**src/design/sspq_pkg.sv**
```systemverilog
// Shared constants, codes and types for the stable sorted priority queue.
`default_nettype none

package sspq_pkg;

  localparam int unsigned CAPACITY = 16;
  localparam int unsigned VAL_W    = 32;
  localparam int unsigned PRI_W    = 16;
  localparam int unsigned CNT_W    = $clog2(CAPACITY + 1);
  localparam int unsigned IDX_W    = $clog2(CAPACITY);
  localparam int unsigned ENT_W    = PRI_W + VAL_W;
  localparam int unsigned STATUS_W = 2;

  localparam int unsigned IN_DATA_W  = ((PRI_W + VAL_W + 7) / 8) * 8;
  localparam int unsigned OUT_RAW_W  = 1 + VAL_W + PRI_W + CNT_W + 1;
  localparam int unsigned OUT_DATA_W = ((OUT_RAW_W + 7) / 8) * 8;

  localparam logic CMD_ENQ = 1'b0;
  localparam logic CMD_DEQ = 1'b1;

  localparam logic [STATUS_W-1:0] STATUS_DONE  = 2'd0;
  localparam logic [STATUS_W-1:0] STATUS_EMPTY = 2'd1;
  localparam logic [STATUS_W-1:0] STATUS_FULL  = 2'd2;

  typedef enum logic [2:0] {
    ST_IDLE,
    ST_ENQ_RD,
    ST_ENQ_CMP,
    ST_DEQ_RD,
    ST_DEQ_WR,
    ST_FINISH
  } sspq_state_e;

endpackage

`default_nettype wire

```
**src/design/stable_sorted_priority_queue_core.sv**
```systemverilog
// Top level of the stable sorted priority queue with a stepping insert/remove sequencer.
//
//  channel  dir  handshake                    payload
//  s_axis   in   s_axis_tvalid/s_axis_tready  tuser: cmd; tdata: entry_priority, entry_value
//  m_axis   out  m_axis_tvalid/m_axis_tready  tuser: status; tdata: head and occupancy fields
//
//  Enqueue: each stored entry of greater priority moves up one slot, then the new one is written.
//  Dequeue: each later entry moves down one slot. A rejected command goes straight to the result.
//  One RAM port pair and one signed comparator step one slot at a time (read, then move).
//  Reset clears the entry count and the output valid flag; slot contents need no clearing.
//  s_axis_tready is high only while idle, re-entered as each result is loaded; a held result
//  stalls only the final load.
`default_nettype none

module stable_sorted_priority_queue_core
  import sspq_pkg::*;
(
  input  wire logic                  clk_i,
  input  wire logic                  rst_ni,
  input  wire logic                  s_axis_tvalid,
  output      logic                  s_axis_tready,
  input  wire logic [IN_DATA_W-1:0]  s_axis_tdata,   // entry_priority, entry_value
  input  wire logic [0:0]            s_axis_tuser,   // cmd
  output      logic                  m_axis_tvalid,
  input  wire logic                  m_axis_tready,
  output      logic [OUT_DATA_W-1:0] m_axis_tdata,   // head_valid, head_value, head_priority,
                                                     // occupancy, full_flag, zero pad
  output      logic [STATUS_W-1:0]   m_axis_tuser    // status
);

  sspq_state_e state_q, state_d;
  logic [IDX_W-1:0]        idx_q, idx_d;
  logic [CNT_W-1:0]        count_q, count_d;
  logic signed [PRI_W-1:0] pri_q, pri_d;
  logic [VAL_W-1:0]        val_q, val_d;
  logic [STATUS_W-1:0]     status_q, status_d;
  logic signed [PRI_W-1:0] head_pri_q, head_pri_d;
  logic [VAL_W-1:0]        head_val_q, head_val_d;

  logic                  out_valid_q, out_valid_d;
  logic [OUT_DATA_W-1:0] out_data_q, out_data_d;
  logic [STATUS_W-1:0]   out_user_q, out_user_d;

  logic                  mem_we;
  logic [IDX_W-1:0]      mem_waddr;
  logic [ENT_W-1:0]      mem_wdata;
  logic [IDX_W-1:0]      mem_raddr;
  logic [ENT_W-1:0]      mem_rdata;

  logic                    in_xfer;
  logic [CNT_W-1:0]        idx_inc;
  logic signed [PRI_W-1:0] rd_pri;
  logic [VAL_W-1:0]        rd_val;
  logic                    rd_gt;
  logic                    out_free;
  logic                    head_valid;
  logic [OUT_RAW_W-1:0]    out_raw;

  assign s_axis_tready = (state_q == ST_IDLE);
  assign in_xfer       = s_axis_tvalid & s_axis_tready;
  assign idx_inc       = CNT_W'(idx_q) + CNT_W'(1);
  assign rd_pri        = mem_rdata[PRI_W-1:0];
  assign rd_val        = mem_rdata[ENT_W-1:PRI_W];
  assign rd_gt         = (rd_pri > pri_q);
  assign out_free      = !out_valid_q || m_axis_tready;
  assign head_valid    = (count_q != '0);

  sspq_ram #(
    .WIDTH (ENT_W),
    .DEPTH (CAPACITY)
  ) u_slots (
    .clk_i   (clk_i),
    .we_i    (mem_we),
    .waddr_i (mem_waddr),
    .wdata_i (mem_wdata),
    .raddr_i (mem_raddr),
    .rdata_o (mem_rdata)
  );

  always_comb begin
    out_raw = {(count_q == CNT_W'(CAPACITY)),
               count_q,
               head_valid ? head_pri_q : {PRI_W{1'b0}},
               head_valid ? head_val_q : {VAL_W{1'b0}},
               head_valid};
  end

  always_comb begin
    state_d     = state_q;
    idx_d       = idx_q;
    count_d     = count_q;
    pri_d       = pri_q;
    val_d       = val_q;
    status_d    = status_q;
    head_pri_d  = head_pri_q;
    head_val_d  = head_val_q;
    out_valid_d = out_valid_q && !m_axis_tready;
    out_data_d  = out_data_q;
    out_user_d  = out_user_q;
    mem_we      = 1'b0;
    mem_waddr   = idx_q;
    mem_wdata   = {val_q, pri_q};
    mem_raddr   = idx_q;

    case (state_q)
      ST_IDLE: begin
        if (in_xfer) begin
          pri_d    = s_axis_tdata[PRI_W-1:0];
          val_d    = s_axis_tdata[PRI_W+VAL_W-1:PRI_W];
          status_d = STATUS_DONE;
          if (s_axis_tuser[0] == CMD_ENQ) begin
            if (count_q == CNT_W'(CAPACITY)) begin
              status_d = STATUS_FULL;
              state_d  = ST_FINISH;
            end else begin
              idx_d   = count_q[IDX_W-1:0];
              state_d = ST_ENQ_RD;
            end
          end else begin
            if (count_q == '0) begin
              status_d = STATUS_EMPTY;
              state_d  = ST_FINISH;
            end else begin
              idx_d   = '0;
              state_d = ST_DEQ_RD;
            end
          end
        end
      end
      ST_ENQ_RD: begin
        if (idx_q == '0) begin
          mem_we     = 1'b1;
          head_pri_d = pri_q;
          head_val_d = val_q;
          count_d    = count_q + CNT_W'(1);
          state_d    = ST_FINISH;
        end else begin
          mem_raddr = idx_q - IDX_W'(1);
          state_d   = ST_ENQ_CMP;
        end
      end
      ST_ENQ_CMP: begin
        mem_we = 1'b1;
        if (rd_gt) begin
          mem_wdata = mem_rdata;
          idx_d     = idx_q - IDX_W'(1);
          state_d   = ST_ENQ_RD;
        end else begin
          count_d = count_q + CNT_W'(1);
          state_d = ST_FINISH;
        end
      end
      ST_DEQ_RD: begin
        if (idx_inc < count_q) begin
          mem_raddr = idx_inc[IDX_W-1:0];
          state_d   = ST_DEQ_WR;
        end else begin
          count_d = count_q - CNT_W'(1);
          state_d = ST_FINISH;
        end
      end
      ST_DEQ_WR: begin
        mem_we    = 1'b1;
        mem_wdata = mem_rdata;
        if (idx_q == '0) begin
          head_pri_d = rd_pri;
          head_val_d = rd_val;
        end
        idx_d   = idx_inc[IDX_W-1:0];
        state_d = ST_DEQ_RD;
      end
      ST_FINISH: begin
        if (out_free) begin
          out_valid_d = 1'b1;
          out_data_d  = '0;
          out_data_d[OUT_RAW_W-1:0] = out_raw;
          out_user_d  = status_q;
          state_d     = ST_IDLE;
        end
      end
      default: begin
        state_d = ST_IDLE;
      end
    endcase
  end

  always_ff @(posedge clk_i or negedge rst_ni) begin
    if (!rst_ni) begin
      state_q     <= ST_IDLE;
      count_q     <= '0;
      out_valid_q <= 1'b0;
    end else begin
      state_q     <= state_d;
      count_q     <= count_d;
      out_valid_q <= out_valid_d;
    end
  end

  always_ff @(posedge clk_i) begin
    idx_q      <= idx_d;
    pri_q      <= pri_d;
    val_q      <= val_d;
    status_q   <= status_d;
    head_pri_q <= head_pri_d;
    head_val_q <= head_val_d;
    out_data_q <= out_data_d;
    out_user_q <= out_user_d;
  end

  assign m_axis_tvalid = out_valid_q;
  assign m_axis_tdata  = out_data_q;
  assign m_axis_tuser  = out_user_q;

`ifndef SYNTHESIS
  a_count_bound: assert property (@(posedge clk_i) disable iff (!rst_ni)
    count_q <= CNT_W'(CAPACITY))
    else $error("entry count above capacity");

  a_idle_count_hold: assert property (@(posedge clk_i) disable iff (!rst_ni)
    (state_q == ST_IDLE) |=> (count_q == $past(count_q)))
    else $error("entry count changed outside a command");

  a_no_write_idle: assert property (@(posedge clk_i) disable iff (!rst_ni)
    mem_we |-> (state_q != ST_IDLE && state_q != ST_FINISH && state_q != ST_DEQ_RD))
    else $error("slot write outside a move step");

  a_result_from_finish: assert property (@(posedge clk_i) disable iff (!rst_ni)
    $rose(out_valid_q) |-> ($past(state_q) == ST_FINISH))
    else $error("result loaded outside finish");

  a_full_flag: assert property (@(posedge clk_i) disable iff (!rst_ni)
    out_valid_q |-> (out_data_q[OUT_RAW_W-1] ==
                     (out_data_q[OUT_RAW_W-2 -: CNT_W] == CNT_W'(CAPACITY))))
    else $error("full flag disagrees with occupancy");
`endif

endmodule

`default_nettype wire

```
**src/design/sspq_ram.sv**
```systemverilog
// Generic simple dual-port RAM: one write port, one registered read port.
`default_nettype none

module sspq_ram #(
  parameter int unsigned WIDTH = 8,
  parameter int unsigned DEPTH = 16
) (
  input  wire logic                     clk_i,
  input  wire logic                     we_i,
  input  wire logic [$clog2(DEPTH)-1:0] waddr_i,
  input  wire logic [WIDTH-1:0]         wdata_i,
  input  wire logic [$clog2(DEPTH)-1:0] raddr_i,
  output      logic [WIDTH-1:0]         rdata_o
);

  logic [WIDTH-1:0] mem_q [DEPTH];

  always_ff @(posedge clk_i) begin
    if (we_i) begin
      mem_q[waddr_i] <= wdata_i;
    end
    rdata_o <= mem_q[raddr_i];
  end

endmodule

`default_nettype wire
```
**config.mk**
```make
export PLATFORM = sky130hd
export DESIGN_NAME = stable_sorted_priority_queue_core
export DESIGN_NICKNAME = d
export VERILOG_FILES = /design/src/design/sspq_pkg.sv /design/src/design/stable_sorted_priority_queue_core.sv /design/src/design/sspq_ram.sv
export SDC_FILE = /design/constraint.sdc
export NUM_CORES = 1
export LEC_CHECK = 0
export BUFFER_PORTS_ARGS = -buffer_cell sky130_fd_sc_hd__buf_2
export CAP_MARGIN = 25
export CORE_MARGIN = 4
export CORE_UTILIZATION = 56
export CTS_CLUSTER_DIAMETER = 150
export DETAILED_ROUTE_END_ITERATION = 6
export PLACE_DENSITY = 0.81
export SLEW_MARGIN = 30
export SYNTH_ARGS = -nofsm -noshare
export SYNTH_HDL_FRONTEND = slang
export SYNTH_HIERARCHICAL = 1
export SYNTH_SLANG_ARGS = --single-unit
export TNS_END_PERCENT = 50
```
**constraint.sdc**
```tcl
create_clock -name clk_i -period 5.35 [get_ports clk_i]
set_input_delay 0.8025 -clock clk_i [delete_from_list [all_inputs] [get_ports clk_i]]
set_output_delay 0.8025 -clock clk_i [all_outputs]
set_load 0.01 [all_outputs]
```
; ---- Word-level counts from Yosys, hierarchy flattened
; Memories as Yosys holds them, arrays and structs flattened. A register that Yosys moved wholly into a read port is not among the register bits.
; Index checks and enable logic that the tools add are counted.
[classes]
add_sub_neg = 4
n_reduce_logical = 18
mux = 39
n_lt_le_gt_ge = 2
eq_ne = 15
bitwise = 1
[ops]
columns = cell, n
row1 = $pmux 48 s2, 1
row2 = $mux 32, 2
row3 = $pmux 32 s2, 1
row4 = $mux 48, 1
row5 = $mux 16, 2
row6 = $pmux 16 s2, 1
row7 = $mux 4, 7
row8 = $mux 3, 7
row9 = $pmux 3 s6, 1
row10 = $gt 16x16->1, 1
row11 = $mux 5, 3
row12 = $pmux 5 s3, 1
row13 = $ne 2x2->1 const B, 6
row14 = $pmux 4 s3, 1
row15 = $pmux 4 s2, 1
row16 = $mux 1, 7
row17 = $eq 3x2->1 const B, 2
row18 = $eq 3x3->1 const B, 2
row19 = $ne 3x3->1 const B, 2
row20 = $reduce_and 2->1, 3
row21 = $reduce_bool 3->1, 2
row22 = $add 4x1->5 const B, 1
row23 = $add 5x1->5 const B, 1
row24 = $eq 5x5->1 const B, 1
row25 = other kinds (20), 22
[totals]
input_bits = 53
mem_count = 1
regBits = 168
mem_bits_rw = 768
out_inout_bits = 60
[memory_table]
columns = name, depth, width, read_ports, rd_ports_with_merged_regs, write_ports, line
row1 = u_slots.mem_q, 16, 48, 1, 1, 1, sspq_ram.sv:16  ; logic [WIDTH-1:0] mem_q [DEPTH];

; ---- Longest topological paths before layout
[logic_depth]
word_depth = 5
depth_mapped = 16

; ---- Modules after synthesis
; The synthesis kept the hierarchy.
[modules_own_cells]
columns = mod, area_each_um2, cells_per_inst, seq_area_each_um2, n_inst
row1 = sspq_ram, 29691.0, 1242, 24023.0, 1
row2 = stable_sorted_priority_queue_core, 7857.5, 610, 4999.8, 1

; ---- Worst setup path after synthesis
; No wires, ideal clock.
[synth_path]
kind = reg-to-reg
start = register idx_q[0]
end = memory u_slots/mem_q[0][0] (netlist bit), enable pin
setup_slack_ns = -0.330
stages_incl_launch_ff = 8
required_ns = 4.837
synth_period_minus_slack_ns = 5.680
t_arrival_ns = 5.167
path_cell_list = edfxtp_1 > clkbuf_1 > inv_1 > ha_1 > nand2_1 > o21ai_0 > or3b_2 > nor3_1
[synth_between]
elab_chain_len = 5
[synth_lines]
columns = item, line
row1 = "start, declared", stable_sorted_priority_queue_core.sv:32  ; logic [IDX_W-1:0] idx_q, idx_d;
row2 = "start signal, assigned", stable_sorted_priority_queue_core.sv:200  ; idx_q <= idx_d;
row3 = $logic_not 4->1, stable_sorted_priority_queue_core.sv:131  ; if (idx_q == '0) begin
row4 = $mux 1, stable_sorted_priority_queue_core.sv:131
row5 = $pmux 1 s2, stable_sorted_priority_queue_core.sv:105  ; case (state_q)
row6 = named net mem_we, stable_sorted_priority_queue_core.sv:44  ; logic mem_we;
row7 = $mux 1, sspq_ram.sv:19  ; if (we_i) begin
row8 = $mux 1 (implied by the code), sspq_ram.sv:20  ; mem_q[waddr_i] <= wdata_i;
row9 = "end, declared", sspq_ram.sv:16
; The timed path passes the listed nets, and every way through them passes these cells.

; ---- Worst setup path in the final report
[layout_path]
start = register idx_q[0]
end = register u_slots.rdata_o[43] (read register of u_slots.mem_q)
[layout_between]
elab_chain_len = 4
word_cells_on_any_way = 7
cone_classes = add/sub: 2 / order compare: 1 / mux: 3 / reduce/logical: 1
[layout_lines]
columns = item, line
row1 = $add 4x1->5, stable_sorted_priority_queue_core.sv:61  ; assign idx_inc = CNT_W'(idx_q) + CNT_W'(1);
row2 = $lt 5x5->1, stable_sorted_priority_queue_core.sv:154  ; if (idx_inc < count_q) begin
row3 = $mux 4, stable_sorted_priority_queue_core.sv:154
row4 = $pmux 4 s2 (*), stable_sorted_priority_queue_core.sv:105
row5 = named net mem_raddr[1], stable_sorted_priority_queue_core.sv:47  ; logic [IDX_W-1:0] mem_raddr;
row6 = "end, declared", sspq_ram.sv:13  ; output logic [WIDTH-1:0] rdata_o
; Mark *: on every way through the listed nets, which the timed path passes. The rest lies on a longest branch.
; A chain may end at the register's enable or synchronous reset.

==> results_dict.tcl <==
set metrics [dict create \
    max_stage_delay_ns 0.77 \
    final_area_um2 42600 \
    ys_dominant_reg_cell "edfxtp_1" \
    ir_drop_mv 0.647 \
    antenna_cells 0 \
    drv_cap 0 \
    rsz0062_at_grt "no" \
    synthArstFlopShare_pct 0.915 \
    pwr-share-comb_pct 38.6 \
    worst_setup_path_start_kind "flip-flop" \
    track_usage_pct 24.6 \
    cts_tree "yes" \
    grt_pass1_vias 19700 \
    die_x_um 267 \
    finalMaxSlewViolations 0 \
    avgViaCountPerCell 6.46 \
    cts_root_buf "clkbuf_16" \
    synthesis.nets 1931 \
    power.leakage_nw 14.2 \
    nNetsFinal 2095 \
    synth_edf_count 927 \
    crit_chain "inv_1, ha_1, ha_1, a21bo_2, a21oi_1, a21oi_1, o211ai_1, o21ai_0, o21ai_4, buf_12, mux4_2, a22oi_1, nand2_1" \
    grt_first_pass_wirelength_um 128000 \
    crit_fanout 104 \
    h-tree-depth 3 \
    placed_area_um2 39500 \
    final_antenna_net_count 0 \
    start_util_pct 56.8 \
    final_hold_viol_count 0 \
    rows 94 \
    multiInputGateArea_um2 8170 \
    final_cells 2958 \
    cp_slowest_cell "edfxtp_1" \
    firstDrtPassIters 5 \
    yosysSeqAreaShare_pct 77.3 \
    fmax_mhz 217 \
    switching_share_pct 33.3 \
    grt_max_degree 105 \
    cts_buffers 96 \
    die_h_um 267 \
    place_congestion 0.808 \
    syn_area_per_cell_um2 20.3 \
    syn_area_um2 37500 \
    yosysWarnings 6 \
    hp-class "in -> reg" \
    fin_crit_sh_pct 86.0 \
    p_int_mw 19.0 \
    status "complete, no violations" \
    dr.first_iter.drc_count 2622 \
    clock_path_buffers 3 \
    grt_overflow 0 \
    netlist_instances 1852 \
    synth_cell_types 59 \
    p_per_area_nw_per_um2 667 \
    drt_wl_total_um 86200 \
    crit_arrival_ns 5.13 \
    clock-sinks 984 \
    clock_latency_ns 0.66 \
    fill_cells 4117 \
    post_cts_buffers 0 \
    io_buffers 111 \
    area_delta_synth_final_pct 13.5 \
    pwr-share-seq_pct 38.3 \
    routed-via-count 19100 \
    core_area_um2 66100 \
    drive_gt1_share_pct 27.5 \
    finalSetupViolations 0 \
    period_minus_slack_ns 4.60 \
    required_ns 5.87 \
    drcViolationCount 0 \
    final.setup.worst_slack_ns 0.747 \
    clk_pin_slew_worst_paths_ns 0.06 \
    seqCellArea_um2 29000 \
    wl_per_cell_um 29.2 \
    die_area_um2 71300 \
    fin_total_pwr_mw 28.4 \
    r2r_slack_ns 0.75 \
    p_sw_mw 9.47 \
    place_ws_ns 0.910 \
    hpwl_um 41100 \
    tightest_slew_ns 1.05 \
    clock-skew-final_ns 0.0255 \
    slew_headroom_pct 30.2 \
    synth-seq-cells 984 \
    critPathCaptureType "flip-flop" \
    clkPwrFrac_pct 23.1 \
    worstSetupPathType "reg -> reg" \
    io_pins 113 \
    dp.cells 2779 \
    antenna_found_initial 0 \
]
[cell type report]
cell class                 instances  share of cell area [%]
tap                              864                    2.54
multi-input combinational        748                    19.2
clock inverter                    61                    1.17
inverter                          30                   0.264
timing repair buffer             156                    2.71
sequential                       984                    68.1
clock buffer                     115                    6.07
[what timing repair did]
action                    in CTS  in global routing
gates resized for setup        0                  0
hold endpoints to repair       9                  0
hold buffers                   1                  0
[placed cells by master (no fill, tap or decap), types with 25 or more instances in the layout]
cell       instances
a22oi_1           96
and2_1            49
buf_2            111
clkbuf_16         98
dfxtp_1           48
edfxtp_1         927
ha_1              25
inv_1             30
mux2_2            28
mux4_2           192
nand2_1          172
[critical path, delay by kind of cell (launching register included)]
kind	cells	cell delay, ns
adder cells (fa/ha/maj)	2	0.71
AND/OR/NAND/NOR	1	0.14
buffers and inverters	2	0.58
multiplexers	1	0.44
AO/OA/AOI/OAI	7	1.72
flip-flops	1	0.77
[metrics by stage]
| stage | hold WS (ns) | TNS (ns) | util (%) |
|---|---|---|---|
| finish | 0.315 | 0 | 64.5 |
| global route | 0.299 | 0 | 64.5 |
| CTS | 0.281 | 0 | 64.4 |
| detailed placement | 0.419 | 0 | 59.7 |
| global placement | 0.404 | 0 | 59.7 |
| floorplan | 0.400 | -3.35 | - |
[metal layers]
layer	up-vias	track usage, %	wire length (µm)
met4	0	8.55	2460
met5	-	0	0
met1	9797	34.3	31500
met3	186	5.16	9730
met2	1297	39.3	42500
li1	7814	-	-
[power by group through the flow]
stage | Clock [mW] | Combinational, mW | Sequential (mW)
finish | 6.57 | 11.0 | 10.9
global route | 7.02 | 11.8 | 11.0
CTS | 6.66 | 11.0 | 10.9
detailed placement | 0 | 10.7 | 11.0
global placement | 0 | 10.4 | 11.0
floorplan | 0 | 8.00 | 10.8
[flip-flops by register name (all words and copies together) (netlist names)]
signal / flops
m_axis_tvalid: 1
count_q: 5
head_val_q: 32
state_q: 3
status_q: 2
pri_q: 16
u_slots/mem_q: 768
val_q: 32
m_axis_tdata: 55
head_pri_q: 16
idx_q: 4
m_axis_tuser: 2
u_slots/rdata_o: 48
[Yosys cell counts (20+ instances only)]
master | n | area, µm²
a21oi_1 | 20 | 100
o21ai_0 | 22 | 110
clkbuf_1 | 42 | 158
mux4_2 | 192 | 4320
a22oi_1 | 96 | 721
nand2_1 | 174 | 653
mux2_2 | 28 | 315
ha_1 | 25 | 313
and2_1 | 51 | 319
dfxtp_1 | 48 | 961
mux2_4 | 20 | 300
edfxtp_1 | 927 | 27800
inv_1 | 30 | 113
nor2_1 | 25 | 93.8
[path summary, 6_finish.rpt]
check                            startpoint             endpoint  cells past startpoint
setup / recovery                   idx_q[0]  u_slots/rdata_o[43]                     13
max in group asynchronous            rst_ni           count_q[3]                      2
setup reg to reg                   idx_q[0]  u_slots/rdata_o[43]                     13
hold / removal             s_axis_tdata[43]            val_q[27]                      1
hold reg to reg                 status_q[1]      m_axis_tuser[1]                      0
min in group asynchronous            rst_ni        m_axis_tvalid                      2
[cell families after synthesis]
kind of cell | count (synthesis) | synth area share (%)
other | 1 | 0.00999
DFF | 984 | 77.3
muxes | 243 | 13.2
xor gates and xnor gates | 10 | 0.233
adders and majority gates | 26 | 0.886
and+or+nand+nor | 300 | 3.71
buffers and inverters | 120 | 1.48
AOI/OAI and AO/OA | 168 | 3.15
Note: power is estimated with default switching activity, not from simulation.
